File: config.mk
export PLATFORM = sky130hd
export DESIGN_NAME = quadrature_decoder_with_button_debounce_top
export DESIGN_NICKNAME = d
export VERILOG_FILES = /design/src/hw/rtl/qdec_pkg.sv /design/src/hw/rtl/qdec_debounce.sv /design/src/hw/rtl/quadrature_decoder_with_button_debounce_top.sv
export SDC_FILE = /design/constraint.sdc
export NUM_CORES = 1
export LEC_CHECK = 0
export ABC_AREA = 1
export BUFFER_PORTS_ARGS = -buffer_cell sky130_fd_sc_hd__buf_2
export CELL_PAD_IN_SITES_DETAIL_PLACEMENT = 1
export CELL_PAD_IN_SITES_GLOBAL_PLACEMENT = 2
export CORE_ASPECT_RATIO = 1.4
export CORE_MARGIN = 2
export CORE_UTILIZATION = 31
export DETAILED_ROUTE_END_ITERATION = 10
export PLACE_DENSITY = 0.92
export SETUP_SLACK_MARGIN = 0.05
export SYNTH_ARGS = -nofsm -noshare
export SYNTH_HDL_FRONTEND = slang
export SYNTH_SLANG_ARGS = --single-unit
export TNS_END_PERCENT = 30
File: constraint.sdc
create_clock -name clock -period 3.5 [get_ports clock]
set_input_delay 0.175 -clock clock [delete_from_list [all_inputs] [get_ports clock]]
set_output_delay 0.175 -clock clock [all_outputs]
set_load 0.1 [all_outputs]
File: src/hw/rtl/qdec_pkg.sv
package qdec_pkg;

   localparam int unsigned QDEC_COUNT_WIDTH = 32;
   localparam logic [31:0] QDEC_DELAY_RESET = 32'd50000;

   // Stream payload widths, whole bytes.
   localparam int unsigned QDEC_REQ_TDATA_W = 40;
   localparam int unsigned QDEC_RSP_TDATA_W = 40;

   // x4 step per transition code {B, A, prevB, prevA}.
   // Both lines changing counts as a skipped state: +2 or -2.
   localparam logic signed [2:0] QDEC_STEP_TABLE [16] = '{
       3'sd0,  3'sd1, -3'sd1,  3'sd2,
      -3'sd1,  3'sd0, -3'sd2,  3'sd1,
       3'sd1, -3'sd2,  3'sd0, -3'sd1,
       3'sd2, -3'sd1,  3'sd1,  3'sd0
   };

endpackage

File: src/hw/rtl/qdec_debounce.sv
module qdec_debounce
   import qdec_pkg::*;
(
   input  logic        clock,
   input  logic        reset,
   input  logic        sample_en,
   input  logic        button_raw,
   input  logic [31:0] time_us,
   input  logic [31:0] delay_us,
   output logic        stable_button
);

   logic        stable_ff, stable_in;
   logic [31:0] last_time_ff, last_time_in;
   logic [31:0] elapsed;
   logic        take_change;

   // Wrapping elapsed time since the last accepted change.
   assign elapsed     = time_us - last_time_ff;
   assign take_change = sample_en && (button_raw != stable_ff) && (elapsed > delay_us);

   always_comb begin
      stable_in    = stable_ff;
      last_time_in = last_time_ff;
      if (take_change) begin
         stable_in    = button_raw;
         last_time_in = time_us;
      end
   end

   always_ff @(posedge clock) begin
      if (reset) begin
         stable_ff    <= 1'b0;
         last_time_ff <= '0;
      end else begin
         stable_ff    <= stable_in;
         last_time_ff <= last_time_in;
      end
   end

   assign stable_button = stable_ff;

endmodule

File: src/hw/rtl/quadrature_decoder_with_button_debounce_top.sv
// One channel of an x4 quadrature decoder with a debounced push button. Each
// req transaction carries one sample of the A and B lines and the button (all
// active high, already synchronized) plus a free-running microsecond
// timestamp; each sample yields exactly one rsp transaction with the wrapping
// signed position count and the debounced button state after that sample. A
// transition where both lines flip counts as a skipped state (+2 or -2). A
// button change is taken only when the wrapping time since the last taken
// change is strictly greater than the delay in the CSR (reset 50000 us; all
// ones blocks every change). Throughput is one sample per clock: the decode
// add and the debounce compare sit between the sample and the state registers,
// which are also the result register, so a new sample enters whenever the
// result slot is empty or being drained. Write the CSR only while idle.
// Second encoder: instantiate a second copy.
module quadrature_decoder_with_button_debounce_top
   import qdec_pkg::*;
#(
   parameter int unsigned COUNT_WIDTH = QDEC_COUNT_WIDTH  // 8..64
)(
   input  logic                        clock,
   input  logic                        reset,

   // Sample stream.
   input  logic                        req_tvalid,
   output logic                        req_tready,
   // [0] line_a_active, [1] line_b_active, [2] button_active,
   // [34:3] time_us, [39:35] zero
   input  logic [QDEC_REQ_TDATA_W-1:0] req_tdata,

   // Result stream.
   output logic                        rsp_tvalid,
   input  logic                        rsp_tready,
   // [31:0] position_count (signed), [32] button_pressed, [39:33] zero
   output logic [QDEC_RSP_TDATA_W-1:0] rsp_tdata,

   // debounce_delay_us write channel.
   input  logic                        csr_valid,
   output logic                        csr_ready,
   input  logic [31:0]                 csr_data
);

   logic                          req_fire;
   logic                          line_a, line_b, button_raw;
   logic [31:0]                   time_us;

   logic [1:0]                    prev_ab_ff, prev_ab_in;
   logic [COUNT_WIDTH-1:0]        count_ff, count_in;
   logic                          rsp_valid_ff, rsp_valid_in;
   logic [31:0]                   delay_ff, delay_in;
   logic signed [2:0]             step;
   logic                          stable_button;
   logic signed [31:0]            position_count;

   assign line_a     = req_tdata[0];
   assign line_b     = req_tdata[1];
   assign button_raw = req_tdata[2];
   assign time_us    = req_tdata[34:3];

   // Result slot frees up when empty or when the current result is taken.
   assign req_tready = !rsp_valid_ff || rsp_tready;
   assign req_fire   = req_tvalid && req_tready;
   assign csr_ready  = 1'b1;

   // Transition code {B, A, prevB, prevA} picks the step.
   assign step = QDEC_STEP_TABLE[{line_b, line_a, prev_ab_ff}];

   always_comb begin
      prev_ab_in   = prev_ab_ff;
      count_in     = count_ff;
      rsp_valid_in = rsp_valid_ff;
      delay_in     = delay_ff;
      if (rsp_tready) begin
         rsp_valid_in = 1'b0;
      end
      if (req_fire) begin
         prev_ab_in   = {line_b, line_a};
         count_in     = count_ff + COUNT_WIDTH'(step);  // sign-extended step, wraps
         rsp_valid_in = 1'b1;
      end
      if (csr_valid) begin
         delay_in = csr_data;
      end
   end

   always_ff @(posedge clock) begin
      if (reset) begin
         prev_ab_ff   <= '0;
         count_ff     <= '0;
         rsp_valid_ff <= 1'b0;
         delay_ff     <= QDEC_DELAY_RESET;
      end else begin
         prev_ab_ff   <= prev_ab_in;
         count_ff     <= count_in;
         rsp_valid_ff <= rsp_valid_in;
         delay_ff     <= delay_in;
      end
   end

   qdec_debounce u_debounce (
      .clock         (clock),
      .reset         (reset),
      .sample_en     (req_fire),
      .button_raw    (button_raw),
      .time_us       (time_us),
      .delay_us      (delay_ff),
      .stable_button (stable_button)
   );

   // Sign-extend or truncate the count to the 32-bit result field.
   assign position_count = 32'($signed(count_ff));

   assign rsp_tvalid = rsp_valid_ff;
   assign rsp_tdata  = {7'd0, stable_button, position_count};

endmodule

==> impl_metrics.tcl <==
set metrics [dict create \
    hold_path_end "delay_ff[4]" \
    synth_area_per_cell_um2 6.067 \
    cts_buffer_depth 2 \
    grt_pass1_vias 9814 \
    viasPerCell 4.909 \
    ys_seq_area_frac 0.2251 \
    synth-compound-area-share 0.1478 \
    hold_path.class "in -> reg" \
    slew_headroom 0.5022 \
    end_kind "register" \
    synth_seq_cells 100 \
    mostFrequentLayoutCells "nand2_1, inv_1, nor2_1, buf_2, a21oi_1" \
    overflow 0 \
    cts_root_buf "clkbuf_16" \
    r2r_end "u_debounce.last_time_ff[11]" \
    switchingPower_uw 3297 \
    worstMarginPinSlew_ns 0.7449 \
    r2r_cells 23 \
    critPathArrivalTime_ns 3.79 \
    pwr-share-seq 0.204 \
    num_vias 9641 \
    multi_input_comb_area_um2 6431 \
    syn_to_final_growth_pct 26.38 \
    wire_per_inst_um 16.22 \
    drt_iter0_drc 290 \
    rows 73 \
    comb_power_share 0.619 \
    drc 0 \
    seq_area_um2 2012 \
    drive_gt1_frac 0.2026 \
    holdCritStartpoint "csr_data[4]" \
    slew_viol_final 0 \
    powerDensity_nw_per_um2 616.7 \
    hold_viol_final 0 \
    yosysUniqueCellTypes 35 \
    clk_pin_slew_ns 0.08 \
    cts_tree "built" \
    power.share.switching 0.4756 \
    num_antenna_cells 0 \
    synth_edf_count 0 \
    r2r_setup_slack_ns 0.005 \
    synthArstFlopShare 0 \
    fp.coreArea_um2 28310 \
    crit_slowest_cell "dfxtp_2" \
    post_dp_cell_area_um2 9837 \
    final_common_cell "nand2_1" \
    postSynthCellCount 1466 \
    setup_slack_ns 0.005467 \
    fillCellCount 3729 \
    crit_type "reg -> reg" \
    cp_common_cell "nand2_1" \
    pre_cts_slack_ns -0.1479 \
    synth_ff_type "dfxtp_1" \
    p_int_uw 3635 \
    drtPass1Iterations 4 \
    numCtsBuffers 9 \
    finalInstanceArea_um2 11240 \
    startpoint_type "register" \
    reg2reg_from "u_debounce.last_time_ff[18]" \
    synthXorXnorAreaFrac 0.04037 \
    start_util 0.3141 \
    peakVddDrop_mv 0.2646 \
    drv_cap 0 \
    grt_pass1_wl_mm 48.22 \
    cp_max_fo 11 \
    fin_worst_skew_ns 0.009150 \
    die_h_um 204.4 \
    cts_num_sinks 100 \
    clkPwrFrac 0.177 \
    gp_congestion 0.8622 \
    hold-path-cell-count 3 \
    dp_hpwl_mm 23.68 \
    critical_path.cell_chain "inv_1 -> ha_4 -> buf_4 -> nand2_1 -> nor2_2 -> inv_1 -> nor3_1 -> nand2_1 -> nand2_1 -> nand2_1 -> nand2_1 -> inv_1 -> ha_1 -> nand2_2 -> nor3_4 -> nand3_2 -> clkinv_2 -> nand2_2 -> nand2_4 -> buf_6 -> clkbuf_16 -> a21oi_2 -> nor2_1" \
    synth_mux_area_frac 0 \
    fmax_mhz 286.2 \
    setup_violations 0 \
    grt_max_degree 50 \
    dieArea_um2 30080 \
    synth_top_family_by_area "simple AND/OR/NAND/NOR gates" \
    grt_usage 0.2018 \
    rsz0062_at_grt "true" \
    drt_wl_total_mm 31.86 \
    port-buffer-count 106 \
    yosys.area_share.simple 0.3072 \
    finalCritPeriodShare 0.9984 \
    clk_latency_ns 0.37 \
    crit_path_max_incr_delay_ns 0.34 \
    period_needed_ns 3.495 \
    critPathRequiredTime_ns 3.79 \
    path_delay_family "simple AND/OR/NAND/NOR gates" \
    path_buf_inv 7 \
    antenna_found_initial 0 \
    pin_count 120 \
    leakage_uw 0.005694 \
    synthAdderAreaFrac 0.1409 \
    synth_area_um2 8895 \
    nets 1760 \
    antenna_left 0 \
    ys_warn_count 0 \
    h-tree-depth 3 \
    postCtsHoldBufs 0 \
    outcome "finished clean" \
    die_w_um 147.2 \
]
[logic make-up (layout without fill, tap and decap cells)]
group,Yosys count,count (layout)
adders and majority gates,99,99
and+or+nand+nor,678,678
buffers and inverters,296,413
xor gates and xnor gates,41,41
other,2,8
AOI/OAI and AO/OA,250,250
DFF,100,100
[worst max path at each step]
stage,start,cells past startpoint,to
after floorplan,u_debounce.last_time_ff[0],23,u_debounce.last_time_ff[18]
after global placement,req_tdata[3],25,u_debounce.stable_button
after detailed placement,req_tdata[3],25,u_debounce.last_time_ff[25]
after CTS,u_debounce.last_time_ff[9],18,u_debounce.last_time_ff[25]
after global routing,u_debounce.last_time_ff[27],22,u_debounce.last_time_ff[11]
final,u_debounce.last_time_ff[18],23,u_debounce.last_time_ff[11]
[Yosys cell counts, drive strengths merged (6+ instances only)]
cell type    n  area (um^2)
a21oi      147        735.7
buf         25        207.7
clkbuf      22        82.58
dfxtp      100         2002
ha          97         1214
inv        248        930.9
nand2      366         1376
nand3       94        470.5
nand4       11        68.82
nor2       188        705.7
nor3        14        80.08
o21ai       77        385.4
o21bai      10        75.07
xnor2        6        52.55
xor2        35        306.5
[through the flow]
stage | instances | total power, uW | util | hold slack, ns | setup TNS (ns)
global route | 1964 | 7448 | 0.3970 | 0.03411 | -6.107
CTS | 1955 | 6366 | 0.3711 | 0.008940 | 0
global placement | 1926 | 4585 | 0.3474 | 0.3903 | -0.3024
detailed placement | 1926 | 4690 | 0.3474 | 0.3971 | -3.032
finish | 1964 | 6932 | 0.3970 | 0.02147 | 0
floorplan | 1472 | 3885 | - | 0.2973 | 0
[state kept, by name, indices dropped and copies added (netlist names)]
register,count
u_debounce.stable_button,1
u_debounce.last_time_ff,32
delay_ff,32
prev_ab_ff,2
count_ff,32
rsp_tvalid,1
[timing repair]
action | CTS | global route
pin swaps | 9 | 25
buffers inserted | 10 | 6
setup endpoints to repair | 33 | 33
gates resized for setup | 41 | 154
cloned | 3 | 3
hold endpoints to repair | 0 | 0
[power groups by stage]
stage,clock [uW],combinational (uW),sequential [uW]
finish,1220,4290,1420
global route,1310,4700,1440
CTS,1260,3710,1400
detailed placement,0,3270,1420
global placement,0,3170,1410
floorplan,0,2150,1740
[worst reg2reg max path: cells and delay by family, from the launching register on]
kind	cells	cell delay [ns]
adders and majority gates	2	0.57
DFF	1	0.34
and+or+nand+nor	13	1.71
buffers and inverters	7	0.76
AOI/OAI and AO/OA	1	0.06
[final cells by class]
type,count,area share
Clock buffer,9,0.02004
Clock inverter,7,0.01102
Inverter,249,0.08348
Multi-Input combinational cell,1076,0.5721
Sequential cell,100,0.1790
Tap cell,375,0.04174
Timing Repair Buffer,148,0.09261
[routing by layer]
layer,share of wire,global-route usage,up-vias
li1,-,-,4867
met1,0.39,0.2102,4578
met2,0.56,0.4054,136
met3,0.021,0.02344,60
met4,0.034,0.07761,0
met5,0,0,-
Power figures use the tool's default switching activity.
